[src/hdl/sbpe_pkg.sv]
// Shared types and constants for the servo bus packet engine.
// No dependencies; every other file in the block imports this package.
package sbpe_pkg;

	// Frame and reply constants.
	localparam logic [7:0] START_BYTE = 8'hFF;
	localparam logic [7:0] LEN_EXTRA  = 8'h02;
	localparam logic [3:0] HDR_LEN    = 4'd5;

	// Clamp limits for the parameter count and the expected reply data count.
	localparam logic [2:0] MAX_PARAMS     = 3'd6;
	localparam logic [2:0] MAX_REPLY_DATA = 3'd4;
	localparam int         PARAM_SLOTS    = 6;

	// Command codes carried on the command channel.
	localparam logic [1:0] FUNC_REQUEST = 2'd0;
	localparam logic [1:0] FUNC_RECEIVE = 2'd1;
	localparam logic [1:0] FUNC_ABORT   = 2'd2;

	// Result kinds.
	localparam logic [1:0] KIND_TX      = 2'd0;
	localparam logic [1:0] KIND_REPLY   = 2'd1;
	localparam logic [1:0] KIND_ABORTED = 2'd2;

	// Error flag bits above the servo error byte.
	localparam logic [11:0] ERR_HEADER   = 12'h100;
	localparam logic [11:0] ERR_ID       = 12'h200;
	localparam logic [11:0] ERR_LENGTH   = 12'h400;
	localparam logic [11:0] ERR_CHECKSUM = 12'h800;

	// Command beat as it arrives on the port.
	typedef struct packed {
		logic [1:0]  func;
		logic [7:0]  servo_id;
		logic [7:0]  instruction;
		logic [2:0]  param_count;
		logic [47:0] param_bytes;
		logic [2:0]  reply_data_count;
		logic [7:0]  rx_byte;
	} cmd_beat_t;

	// Result beat as it leaves on the port.
	typedef struct packed {
		logic [1:0]  kind;
		logic [7:0]  tx_byte;
		logic        last;
		logic [15:0] reply_value;
		logic [11:0] error_flags;
	} res_beat_t;

	// Classified command held in the queue between front and back.
	typedef struct packed {
		logic [1:0]  func;
		logic [7:0]  servo_id;
		logic [7:0]  instruction;
		logic [2:0]  pcount;
		logic [47:0] params;
		logic [2:0]  rdc;
		logic [7:0]  len;
		logic [7:0]  checksum;
		logic [7:0]  rx_byte;
	} op_t;

	// Handshake between the queue and the back end.
	typedef struct packed {
		logic head_valid;
		logic push_ready;
	} queue_status_t;

endpackage

[src/hdl/sbpe_front.sv]
// Front end: accepts command beats, drops unknown codes, clamps counts and
// precomputes the frame length and checksum. Depends on sbpe_pkg.
module sbpe_front (
	input  logic              clk,
	input  logic              arst_n,
	input  logic              cmd_valid,
	output logic              cmd_stall,
	input  sbpe_pkg::cmd_beat_t cmd_beat,
	output logic              push_valid,
	input  logic              push_ready,
	output sbpe_pkg::op_t     push_op
);
	import sbpe_pkg::*;

	logic       valid_s1;
	op_t        op_s1;
	op_t        op_d;
	logic [2:0] pc;
	logic [2:0] rdc;
	logic [7:0] len;
	logic [7:0] sum;
	logic       load;

	// Clamp the counts and sum the frame bytes covered by the checksum.
	always_comb begin
		pc  = (cmd_beat.param_count > MAX_PARAMS) ? MAX_PARAMS : cmd_beat.param_count;
		rdc = (cmd_beat.reply_data_count > MAX_REPLY_DATA) ? MAX_REPLY_DATA
			: cmd_beat.reply_data_count;
		len = {5'b0, pc} + LEN_EXTRA;
		sum = cmd_beat.servo_id + len + cmd_beat.instruction;
		for (int i = 0; i < PARAM_SLOTS; i++) begin
			if (3'(i) < pc) begin
				sum = sum + cmd_beat.param_bytes[8*i +: 8];
			end
		end
		op_d.func        = cmd_beat.func;
		op_d.servo_id    = cmd_beat.servo_id;
		op_d.instruction = cmd_beat.instruction;
		op_d.pcount      = pc;
		op_d.params      = cmd_beat.param_bytes;
		op_d.rdc         = rdc;
		op_d.len         = len;
		op_d.checksum    = ~sum;
		op_d.rx_byte     = cmd_beat.rx_byte;
	end

	// The stage register moves whenever it is empty or the queue takes its beat.
	assign load      = !valid_s1 || push_ready;
	assign cmd_stall = !load;

	always_ff @(posedge clk or negedge arst_n) begin
		if (!arst_n) begin
			valid_s1 <= 1'b0;
		end else if (load) begin
			valid_s1 <= cmd_valid && (cmd_beat.func == FUNC_REQUEST
				|| cmd_beat.func == FUNC_RECEIVE || cmd_beat.func == FUNC_ABORT);
		end
	end

	always_ff @(posedge clk) begin
		if (load && cmd_valid) begin
			op_s1 <= op_d;
		end
	end

	assign push_valid = valid_s1;
	assign push_op    = op_s1;

endmodule

[src/hdl/sbpe_queue.sv]
// Short first-in first-out queue of classified commands between front and back.
// Depends on sbpe_pkg.
module sbpe_queue #(
	parameter int DEPTH = 4
) (
	input  logic                    clk,
	input  logic                    arst_n,
	input  logic                    push_valid,
	input  sbpe_pkg::op_t           push_op,
	input  logic                    pop,
	output sbpe_pkg::queue_status_t status,
	output sbpe_pkg::op_t           head_op
);
	import sbpe_pkg::*;

	localparam int PW = (DEPTH > 1) ? $clog2(DEPTH) : 1;
	localparam int CW = $clog2(DEPTH + 1);

	op_t           store_q [DEPTH];
	logic [PW-1:0] wr_ptr_q;
	logic [PW-1:0] rd_ptr_q;
	logic [CW-1:0] count_q;
	logic          do_push;
	logic          do_pop;

	assign status.push_ready = (count_q != CW'(DEPTH));
	assign status.head_valid = (count_q != '0);
	assign do_push = push_valid && status.push_ready;
	assign do_pop  = pop && status.head_valid;
	assign head_op = store_q[rd_ptr_q];

	// Entry storage.
	always_ff @(posedge clk) begin
		if (do_push) begin
			store_q[wr_ptr_q] <= push_op;
		end
	end

	// Pointers and fill count.
	always_ff @(posedge clk or negedge arst_n) begin
		if (!arst_n) begin
			wr_ptr_q <= '0;
			rd_ptr_q <= '0;
			count_q  <= '0;
		end else begin
			if (do_push) begin
				wr_ptr_q <= (wr_ptr_q == PW'(DEPTH - 1)) ? '0 : wr_ptr_q + 1'b1;
			end
			if (do_pop) begin
				rd_ptr_q <= (rd_ptr_q == PW'(DEPTH - 1)) ? '0 : rd_ptr_q + 1'b1;
			end
			if (do_push && !do_pop) begin
				count_q <= count_q + 1'b1;
			end else if (do_pop && !do_push) begin
				count_q <= count_q - 1'b1;
			end
		end
	end

endmodule

[src/hdl/sbpe_back.sv]
// Back end: serialises request frames byte by byte, runs the reply parser and
// drives the registered result beat. Depends on sbpe_pkg.
module sbpe_back (
	input  logic                    clk,
	input  logic                    arst_n,
	input  sbpe_pkg::queue_status_t status,
	input  sbpe_pkg::op_t           head_op,
	output logic                    pop,
	output logic                    res_valid,
	input  logic                    res_stall,
	output sbpe_pkg::res_beat_t     res_beat
);
	import sbpe_pkg::*;

	logic        res_valid_q;
	res_beat_t   res_q;
	logic [3:0]  pos_q;
	logic        pending_q;
	logic [7:0]  expected_id_q;
	logic [2:0]  expected_data_q;
	logic [3:0]  byte_index_q;
	logic [7:0]  header_q [5];
	logic [7:0]  data_sum_q;
	logic [15:0] data_lh_q;
	logic [11:0] error_q;

	logic        adv;
	logic        emit;
	logic        frame_last;
	logic [7:0]  frame_byte;
	logic [2:0]  param_idx;
	logic        in_header;
	logic        in_data;
	logic [3:0]  data_idx;
	logic [7:0]  n_len;
	logic [7:0]  chk;
	logic [11:0] err_new;
	logic [15:0] value;
	res_beat_t   res_d;

	assign adv = status.head_valid && (!res_valid_q || !res_stall);

	// Frame byte selection by position within the frame.
	always_comb begin
		param_idx  = 3'(pos_q - HDR_LEN);
		frame_last = (pos_q == ({1'b0, head_op.pcount} + HDR_LEN));
		frame_byte = 8'h00;
		if (frame_last) begin
			frame_byte = head_op.checksum;
		end else begin
			case (pos_q)
				4'd0, 4'd1: frame_byte = START_BYTE;
				4'd2:       frame_byte = head_op.servo_id;
				4'd3:       frame_byte = head_op.len;
				4'd4:       frame_byte = head_op.instruction;
				default: begin
					case (param_idx)
						3'd0:    frame_byte = head_op.params[7:0];
						3'd1:    frame_byte = head_op.params[15:8];
						3'd2:    frame_byte = head_op.params[23:16];
						3'd3:    frame_byte = head_op.params[31:24];
						3'd4:    frame_byte = head_op.params[39:32];
						3'd5:    frame_byte = head_op.params[47:40];
						default: frame_byte = 8'h00;
					endcase
				end
			endcase
		end
	end

	// Reply parser: header capture, data capture and final check.
	always_comb begin
		in_header = (byte_index_q < HDR_LEN);
		in_data   = (byte_index_q < ({1'b0, expected_data_q} + HDR_LEN));
		data_idx  = byte_index_q - HDR_LEN;
		err_new   = error_q | {4'b0, header_q[4]};
		if (header_q[0] != START_BYTE || header_q[1] != START_BYTE) begin
			err_new = err_new | ERR_HEADER;
		end
		if (header_q[2] != expected_id_q) begin
			err_new = err_new | ERR_ID;
		end
		n_len = {5'b0, expected_data_q};
		if (header_q[3] != ({5'b0, expected_data_q} + LEN_EXTRA)) begin
			n_len   = header_q[3] - LEN_EXTRA;
			err_new = err_new | ERR_LENGTH;
		end
		chk = ~(header_q[2] + header_q[3] + header_q[4] + data_sum_q);
		if (head_op.rx_byte != chk) begin
			err_new = err_new | ERR_CHECKSUM;
		end
		if (n_len == 8'd1) begin
			value = {8'h00, data_lh_q[7:0]};
		end else if (n_len == 8'd2) begin
			value = data_lh_q;
		end else begin
			value = 16'h0000;
		end
	end

	// Decide what the head command produces this cycle.
	always_comb begin
		res_d = '0;
		emit  = 1'b0;
		pop   = 1'b0;
		unique case (head_op.func)
			FUNC_REQUEST: begin
				emit          = 1'b1;
				pop           = adv && frame_last;
				res_d.kind    = KIND_TX;
				res_d.tx_byte = frame_byte;
				res_d.last    = frame_last;
			end
			FUNC_RECEIVE: begin
				pop = adv;
				if (pending_q && !in_header && !in_data) begin
					emit              = 1'b1;
					res_d.kind        = KIND_REPLY;
					res_d.reply_value = value;
					res_d.error_flags = err_new;
				end
			end
			FUNC_ABORT: begin
				pop = adv;
				if (pending_q) begin
					emit              = 1'b1;
					res_d.kind        = KIND_ABORTED;
					res_d.error_flags = error_q;
				end
			end
			default: begin
				pop = adv;
			end
		endcase
	end

	// Result register.
	always_ff @(posedge clk or negedge arst_n) begin
		if (!arst_n) begin
			res_valid_q <= 1'b0;
		end else if (!res_valid_q || !res_stall) begin
			res_valid_q <= status.head_valid && emit;
		end
	end

	always_ff @(posedge clk) begin
		if (adv && emit) begin
			res_q <= res_d;
		end
	end

	// Header bytes of the reply in progress.
	always_ff @(posedge clk) begin
		if (adv && head_op.func == FUNC_RECEIVE && pending_q && in_header) begin
			header_q[byte_index_q[2:0]] <= head_op.rx_byte;
		end
	end

	// Frame position and parser state.
	always_ff @(posedge clk or negedge arst_n) begin
		if (!arst_n) begin
			pos_q           <= '0;
			pending_q       <= 1'b0;
			expected_id_q   <= '0;
			expected_data_q <= '0;
			byte_index_q    <= '0;
			data_sum_q      <= '0;
			data_lh_q       <= '0;
			error_q         <= '0;
		end else if (adv) begin
			case (head_op.func)
				FUNC_REQUEST: begin
					if (frame_last) begin
						pos_q           <= '0;
						pending_q       <= 1'b1;
						expected_id_q   <= head_op.servo_id;
						expected_data_q <= head_op.rdc;
						byte_index_q    <= '0;
						data_sum_q      <= '0;
						data_lh_q       <= '0;
						error_q         <= '0;
					end else begin
						pos_q <= pos_q + 1'b1;
					end
				end
				FUNC_RECEIVE: begin
					if (pending_q) begin
						if (in_header) begin
							byte_index_q <= byte_index_q + 1'b1;
						end else if (in_data) begin
							byte_index_q <= byte_index_q + 1'b1;
							data_sum_q   <= data_sum_q + head_op.rx_byte;
							if (data_idx == 4'd0) begin
								data_lh_q[7:0] <= head_op.rx_byte;
							end else if (data_idx == 4'd1) begin
								data_lh_q[15:8] <= head_op.rx_byte;
							end
						end else begin
							error_q      <= err_new;
							pending_q    <= 1'b0;
							byte_index_q <= '0;
						end
					end
				end
				FUNC_ABORT: begin
					if (pending_q) begin
						pending_q    <= 1'b0;
						byte_index_q <= '0;
					end
				end
				default: begin
					pos_q <= pos_q;
				end
			endcase
		end
	end

	assign res_valid = res_valid_q;
	assign res_beat  = res_q;

endmodule

[src/hdl/servo_bus_packet_engine.sv]
// A result beat passes the front stage, the queue and the result register.
// Received-byte and abort beats go at one per cycle when the result side does
// not stall; a send request holds the back end while it sends its parameter
// count plus six frame bytes, one per cycle. Reset clears the queue, the parser
// state and the result valid flag at once; the captured reply header bytes are
// not reset. Depends on sbpe_pkg, sbpe_front, sbpe_queue and sbpe_back.
module servo_bus_packet_engine #(
	parameter int QUEUE_DEPTH = 4
) (
	input  logic                clk,
	input  logic                arst_n,
	input  logic                cmd_valid,
	output logic                cmd_stall,
	input  sbpe_pkg::cmd_beat_t cmd_beat,
	output logic                res_valid,
	input  logic                res_stall,
	output sbpe_pkg::res_beat_t res_beat
);
	import sbpe_pkg::*;

	logic          push_valid;
	op_t           push_op;
	op_t           head_op;
	logic          pop;
	queue_status_t status;

	// Front end: accept and classify.
	sbpe_front u_front (
		.clk        (clk),
		.arst_n     (arst_n),
		.cmd_valid  (cmd_valid),
		.cmd_stall  (cmd_stall),
		.cmd_beat   (cmd_beat),
		.push_valid (push_valid),
		.push_ready (status.push_ready),
		.push_op    (push_op)
	);

	// Decoupling queue.
	sbpe_queue #(
		.DEPTH (QUEUE_DEPTH)
	) u_queue (
		.clk        (clk),
		.arst_n     (arst_n),
		.push_valid (push_valid),
		.push_op    (push_op),
		.pop        (pop),
		.status     (status),
		.head_op    (head_op)
	);

	// Back end: frame transmit and reply parsing.
	sbpe_back u_back (
		.clk       (clk),
		.arst_n    (arst_n),
		.status    (status),
		.head_op   (head_op),
		.pop       (pop),
		.res_valid (res_valid),
		.res_stall (res_stall),
		.res_beat  (res_beat)
	);

endmodule

[config.mk]
export PLATFORM = sky130hd
export DESIGN_NAME = servo_bus_packet_engine
export DESIGN_NICKNAME = d
export VERILOG_FILES = /design/src/hdl/sbpe_pkg.sv /design/src/hdl/sbpe_front.sv /design/src/hdl/sbpe_queue.sv /design/src/hdl/sbpe_back.sv /design/src/hdl/servo_bus_packet_engine.sv
export SDC_FILE = /design/constraint.sdc
export NUM_CORES = 1
export LEC_CHECK = 0
export BUFFER_PORTS_ARGS = -buffer_cell sky130_fd_sc_hd__buf_4
export CORE_MARGIN = 2
export CORE_UTILIZATION = 25
export CTS_CLUSTER_SIZE = 14
export DETAILED_ROUTE_END_ITERATION = 8
export SETUP_SLACK_MARGIN = 0.5
export SYNTH_ARGS = -nofsm -noshare
export SYNTH_HDL_FRONTEND = slang
export SYNTH_HIERARCHICAL = 1
export SYNTH_SLANG_ARGS = --single-unit
[constraint.sdc]
create_clock -name clk -period 15.9 [get_ports clk]
set_clock_uncertainty 0.2 [all_clocks]
set_input_delay 3.18 -clock clk [delete_from_list [all_inputs] [get_ports clk]]
set_output_delay 3.18 -clock clk [all_outputs]
set_load 0.02 [all_outputs]
==> out/qor.txt, run 1 <==
Remaining Overflow, GRT -> 0
Ys Warns -> 6
Async set or reset register ratio after synthesis -> 10.5%
Antenna violations before repair -> 4
# port buffers -> 124
CP max stage delay -> 0.45 ns
CTS Root Cell -> clkbuf_16
Global-route wire length before repair -> 96.1 mm
Psw -> 0.00215 W
Clock power share -> 23.9%
Final Slew Violations -> 0
Mapped Area -> 0.0274 sq mm
Routed length per instance -> 19.8 um
Clock sink count -> 619
Setup TNS Final -> 0 ns
Final Critical Period -> 11.27 ns
CTS HTree Levels -> 3
Logic pwr share -> 37.6%
1st-iter DRT viols -> 1138
Layout Cells excl Fill -> 3278
Crit start category -> input pin
Die Wd -> 335 um
Insertion delay to the later sink of the worst-skew pair -> 0.59 ns
GP Congestion -> 0.798
Synth top area share -> 60.7%
Yosys reg bits -> 619
Cts repair resizes -> 0
Num CTS Buffers -> 66
Worst slew pin tran -> 1.30 ns
Post-synth EDFFs -> 554
Core area -> 0.109 sq mm
Layout cells sized above 1 -> 20.5%
Worst-path cell with the longest stage delay -> fa_1
Final hold vios -> 0
Final core occ -> 29.4%
Max-cap violation count -> 0
Worst Path Required -> 16.04 ns
Period utilisation layout -> 70.9%
Fmax -> 0.0888 GHz
# rows -> 121
Overall Global Routing Usage -> 11.4%
# setup viols final -> 0
Pwr dens -> 194 mW/mm^2
Clk pin slew, worst setup/hold paths -> 0.06 ns
Flop2flop setup slack -> 10.56 ns
Crit. End Element -> flip-flop
Layout area overhead -> 16.7%
Int Power -> 0.00404 W
Sequential share of power -> 38.5%
Sequential share of the synthesized area -> 66.6%
Die Area -> 0.112 sq mm
Crit path top cell by count -> ha_1
I/O Pins -> 125
Starting Density -> 25.2%
Worst hold path type -> reg -> reg
Pin count of the biggest net entering global routing -> 69
DP Cell Count -> 3156
Number of global-route vias before repair -> 15221
Chip height -> 335 um
Final net count -> 2019
Post-CTS setup buffer count -> 0
DRT antenna net count -> 0
Switching Fraction -> 34.7%
Critical path class -> in -> reg
Post-DP HPWL -> 45.1 mm
Avg Synthesized Cell Area -> 16.5 sq um
Clock buffer depth -> 3
Via density -> 4.54
Unrepaired setup endpoints after global routing -> false
Leak -> 11.3 nW
CTS tree -> built
WP data arrival -> 11.41 ns
Top FF cell, synth -> edfxtp_1
VDD IR max -> 117 uV
Post-Syn Instances -> 1663
Crit-path max FO -> 12
Post-synth cell types -> 83
Status -> finished, final reports clean
# DRC -> 0
Synth top area cells -> edfxtp_1, mux4_2, dfrtp_1
CTS Hold Bufs -> 0
Vias -> 14890
Worst slew margin -> 12.4%
Synth area leader -> edfxtp_1
First-pass detailed-route iteration total -> 6
Final wirelength -> 64.9 mm
stage by stage:
step / area (sq um) / setup WS [ns] / power [W] / hold WS, ns
floorplan: 27400 / 5.19 / 0.00407 / 0.258
global placement: 29900 / 4.17 / 0.00470 / 0.265
detailed placement: 29900 / 4.05 / 0.00476 / 0.279
CTS: 32000 / 4.66 / 0.00626 / 0.288
global route: 32000 / 3.94 / 0.00655 / 0.300
finish: 32000 / 4.63 / 0.00620 / 0.291
flip-flops by register name, summed over array words and instances (netlist names):
| signal | flops |
|---|---|
| u_back/byte_index_q | 4 |
| u_back/data_lh_q | 16 |
| u_back/data_sum_q | 8 |
| u_back/error_q | 12 |
| u_back/expected_data_q | 3 |
| u_back/expected_id_q | 8 |
| u_back/header_q | 40 |
| u_back/pending_q | 1 |
| u_back/pos_q | 4 |
| u_back/res_beat | 39 |
| u_back/res_valid | 1 |
| u_front/push_op | 91 |
| u_front/push_valid | 1 |
| u_queue/count_q | 3 |
| u_queue/rd_ptr_q | 2 |
| u_queue/store_q | 384 |
| u_queue/wr_ptr_q | 2 |
layout by cell type, fill, tap and decap left out, types with 8 or more instances in the layout:
cell,count
clkbuf_1,18
a31oi_1,8
a21o_1,14
mux2i_1,18
ha_1,99
buf_4,136
mux4_2,96
clkinv_1,12
nand2b_1,12
clkbuf_16,69
o21ai_1,11
dfrtp_1,63
nor3_1,20
a21oi_1,62
nand2_1,92
xnor2_1,48
a222oi_1,15
a22o_1,32
mux2_2,24
edfxtp_1,554
xor2_1,32
fa_1,26
inv_1,89
and2_1,19
nor2_1,65
nor2b_1,13
o221ai_1,8
nand3_1,13
o21ai_0,37
synth_stat cells, types with 20 or more instances:
cell type    n
xor2_1      32
nand2_1     92
dfrtp_1     65
fa_1        26
edfxtp_1   554
o21ai_0     37
ha_1        99
mux2_2      24
clkbuf_1    25
a22o_1      32
nor3_1      20
inv_1       89
and2_1      23
nor2_1      65
xnor2_1     48
a21oi_1     62
mux4_2      96
power by group through the flow:
| stage | registers [W] | clock network [W] | logic [W] |
|---|---|---|---|
| floorplan | 0.00240 | 0 | 0.00168 |
| global placement | 0.00240 | 0 | 0.00230 |
| detailed placement | 0.00243 | 0 | 0.00233 |
| CTS | 0.00240 | 0.00152 | 0.00235 |
| global route | 0.00243 | 0.00158 | 0.00254 |
| finish | 0.00239 | 0.00148 | 0.00233 |
final timing paths:
check | end | depth (start not counted) | startpoint
max in group asynchronous | u_queue/rd_ptr_q[1]$_DFFE_PN0P_ | 1 | arst_n
setup reg to reg | u_queue/count_q[2]$_DFFE_PN0P_ | 15 | u_queue/rd_ptr_q[1]$_DFFE_PN0P_
setup / recovery | u_front/push_op[15]$_DFFE_PP_ | 43 | cmd_beat[60]
hold reg to reg | u_queue/store_q[0][68]$_DFFE_PP_ | 0 | u_front/push_op[68]$_DFFE_PP_
hold / removal | u_queue/store_q[0][68]$_DFFE_PP_ | 0 | u_front/push_op[68]$_DFFE_PP_
min in group asynchronous | u_back/res_valid$_DFFE_PN0N_ | 1 | arst_n
critical path, delay by kind of cell:
family          cells  cell delay, ns
compound gates     13            2.15
xor+xnor            4            0.68
fa+ha+maj          10            3.19
buf+inv             6            0.47
simple gates       10            1.71
kinds of logic (layout without fill, tap and decap cells):
kind of cell | after synthesis | in the layout | synth area share (%)
DFF | 619 | 619 | 66.6
muxes | 142 | 142 | 9.78
xor gates and xnor gates | 82 | 82 | 2.70
other | 1 | 6 | 0.0137
adders and majority gates | 125 | 125 | 6.42
buffers and inverters | 150 | 346 | 2.56
AOI/OAI and AO/OA | 254 | 254 | 6.66
and+or+nand+nor | 290 | 290 | 5.27
layer usage:
metal  track usage (%)  part of all wire [%]  vias to the layer above
li1                  -                     -                     6729
met1              16.0                    46                     7588
met2              17.8                    46                      462
met3              2.30                   5.8                      111
met4              3.37                   2.6                        0
met5                 0                     0                        -
cell type report:
cell class,instances,area (sq um)
clock inverters,27,205
inverters,90,343
well taps,1414,1770
diodes,2,5.00
fillers,10659,76900
clock buffers,93,1880
flip-flops and latches,619,18300
repair buffers,136,1020
multi-input cells,897,8490
Power figures use the tool's default switching activity.
==> inputs of run 2 (changes only) <==
==> constraint.sdc (replaced) <==
create_clock -name clk -period 9.5 [get_ports clk]
set_clock_uncertainty 0.2 [all_clocks]
set_input_delay 1.9 -clock clk [delete_from_list [all_inputs] [get_ports clk]]
set_output_delay 1.9 -clock clk [all_outputs]
set_load 0.02 [all_outputs]
==> run 2 against run 1 <==
Effect of this change:
- non-clock buffer count is 111 higher
- via count is 3.0% higher
- sequential share of layout area is 1.9 points lower
- register-to-register slack worse by 6.2 ns
- power is 79% higher
- cell area is 3.5% higher
- core utilization is 1.0 points higher
- sequential cell count stayed put
- cell count is 3.1% higher
==> out/qor.txt, run 2 (synthesis results as in run 1) <==
Status -> finished, final reports clean
Period utilisation layout -> 93.5%
Final hold vios -> 0 (unchanged)
CTS HTree Levels -> 2 (-1)
R2R depth -> 9 (-6)
Number of global-route vias before repair -> 15804 (+3.8%)
Pwr dens -> 335 mW/mm^2 (+73%)
Gr busiest metal -> met2
Unrepaired setup endpoints after global routing -> true
Final Critical Period -> 8.89 ns
Die Area -> 0.112 sq mm (unchanged)
Place WS -> -0.497 ns (-4.55 ns)
Multi-input combinational cell area -> 0.00887 sq mm (+4.4%)
Flop2flop setup slack -> 4.40 ns (-6.16 ns)
Num CTS Buffers -> 60 (-9.1%)
Post-DP HPWL -> 45.9 mm (+2.0%)
GR Util met1 -> 16.3% (+0.31 points)
CP max stage delay -> 0.44 ns (about the same)
Pin count of the biggest net entering global routing -> 66 (-4.3%)
Fmax -> 0.113 GHz
Layout area overhead -> 20.8%
Insertion delay to the later sink of the worst-skew pair -> 0.66 ns (+0.07 ns)
First-pass detailed-route iteration total -> 5 (-1)
Worst slew pin tran -> 1.13 ns (-0.174 ns)
Chip height -> 335 um (unchanged)
Int Power -> 0.00727 W (+80%)
Layout cells sized above 1 -> 27.9% (+7.4 points)
Clk pin slew, worst setup/hold paths -> 0.06 ns (about the same)
Via density -> 4.54 (-0.13%)
CP Launch Point -> cmd_beat[60]
CTS Root Cell -> clkbuf_16
Global-route wire length before repair -> 98.5 mm (+2.5%)
Clock buffer depth -> 3 (unchanged)
CTS tree -> built
WP data arrival -> 9.09 ns (-2.32 ns)
Routed length per instance -> 19.5 um (-1.5%)
GP Congestion -> 0.835 (+4.6%)
Psw -> 0.00383 W (+78%)
Met3 GRT Util -> 1.83% (-0.47 points)
Met2 GRT Util -> 18.5% (+0.71 points)
Die Wd -> 335 um (unchanged)
# rows -> 121 (unchanged)
Starting Density -> 25.2% (unchanged)
Worst slew margin -> 24.1% (+12 points)
Switching Fraction -> 34.5% (-0.25 points)
Leak -> 11.9 nW (+5.0%)
Leading cell type in the layout, fill and taps excluded -> edfxtp_1
Overall Global Routing Usage -> 11.5% (+0.13 points)
Final wirelength -> 65.9 mm (+1.6%)
Crit-path max FO -> 4 (-8)
Max-cap violation count -> 0 (unchanged)
# DRC -> 0 (unchanged)
Max reg flops -> 384 (unchanged)
I/O Pins -> 125 (unchanged)
Antenna violations before repair -> 4 (unchanged)
Crit start category -> input pin
VDD IR max -> 197 uV (+68%)
Reg with most FFs -> u_queue/store_q
Highest-count cells in the layout ignoring fill and taps -> edfxtp_1, buf_4, mux4_2, nand2_1, ha_1
Reg-to-Reg End -> u_back/data_lh_q[0]$_DFFE_PN0P_
Final worst slack -> 0.614 ns (-4.02 ns)
Worst-path cell with the longest stage delay -> fa_1
Crit. End Element -> flip-flop
Critical path class -> in -> reg
Sequential share of power -> 35.9% (-2.6 points)
Vias -> 15338 (+3.0%)
Logic pwr share -> 43.0% (+5.4 points)
Register Area -> 0.0183 sq mm (unchanged)
Clock sink count -> 619 (unchanged)
Crit path to -> u_front/push_op[15]$_DFFE_PP_
Core area -> 0.109 sq mm (unchanged)
Final Slew Violations -> 0 (unchanged)
# port buffers -> 124 (unchanged)
DRT antenna net count -> 0 (unchanged)
Final net count -> 2124 (+5.2%)
Origin of the critical flop-to-flop path -> u_queue/rd_ptr_q[0]$_DFFE_PN0P_
Final core occ -> 30.4% (+1.0 points)
1st-iter DRT viols -> 1076 (-5.4%)
Hold depth -> 0 (unchanged)
Crit path top cell by count -> ha_4
# setup viols final -> 0 (unchanged)
Remaining Overflow, GRT -> 0 (unchanged)
Worst Path Required -> 9.71 ns (-6.33 ns)
Clock power share -> 21.1% (-2.8 points)
Fillers -> 10566 (-0.87%)
Worst hold path type -> reg -> reg
==> run 2: timing repair <==
item / CTS / global route
endpoints found under the hold margin: 0 / 0
gates cloned: 0 / 0
setup buffers: 11 / 10
resized for setup: 13 / 47
pin swaps: 14 / 25
hold buffers: 0 / 0
endpoints found under the setup margin: 1 / 4
==> run 2: worst max-delay path: cells and delay by family <==
| kind | cells | cell delay [ns] |
|---|---|---|
| fa+ha+maj | 10 | 2.68 |
| simple gates | 10 | 1.80 |
| compound gates | 11 | 1.53 |
| xor+xnor | 4 | 0.71 |
| buf+inv | 7 | 0.49 |
==> run 2: final cells by class <==
cell class	count	share of cell area, %
diodes	2	0.0151
repair buffers	247	5.67
well taps	1414	5.34
clock inverters	38	1.24
inverters	90	1.04
flip-flops and latches	619	55.2
multi-input cells	897	26.8
clock buffers	74	4.72
==> run 2: routing by layer <==
layer / routed length (um) / up-vias
met4: 1320 / 0
met1: 30000 / 7890
met2: 31000 / 441
met3: 3530 / 86
li1: - / 6921
met5: 0 / -
==> run 2: worst min path at each step <==
stage / startpoint / end
floorplan: u_back/data_lh_q[0]$_DFFE_PN0P_ / u_back/data_lh_q[0]$_DFFE_PN0P_
global placement: u_front/push_op[71]$_DFFE_PP_ / u_queue/store_q[0][71]$_DFFE_PP_
detailed placement: u_back/data_lh_q[4]$_DFFE_PN0P_ / u_back/data_lh_q[4]$_DFFE_PN0P_
CTS: u_front/push_op[27]$_DFFE_PP_ / u_queue/store_q[1][27]$_DFFE_PP_
global route: u_front/push_op[27]$_DFFE_PP_ / u_queue/store_q[1][27]$_DFFE_PP_
finish: u_front/push_op[27]$_DFFE_PP_ / u_queue/store_q[1][27]$_DFFE_PP_
==> run 2: metrics by stage <==
stage	hold slack [ns]	std cells	power [W]	setup TNS (ns)	instance area, sq um
finish	0.278	3381	0.0111	0	33100
floorplan	0.258	1666	0.00686	0	27500
global placement	0.266	3246	0.00826	-0.303	30700
global route	0.292	3379	0.0117	0	33100
CTS	0.275	3369	0.0109	0	32800
detailed placement	0.280	3246	0.00840	-0.590	30700
==> run 2: power by group through the flow <==
stage | Combinational, W | Sequential (W) | Clock (W)
global placement | 0.00426 | 0.00400 | 0
finish | 0.00477 | 0.00398 | 0.00234
detailed placement | 0.00436 | 0.00405 | 0
floorplan | 0.00285 | 0.00401 | 0
CTS | 0.00453 | 0.00399 | 0.00241
global route | 0.00518 | 0.00405 | 0.00251
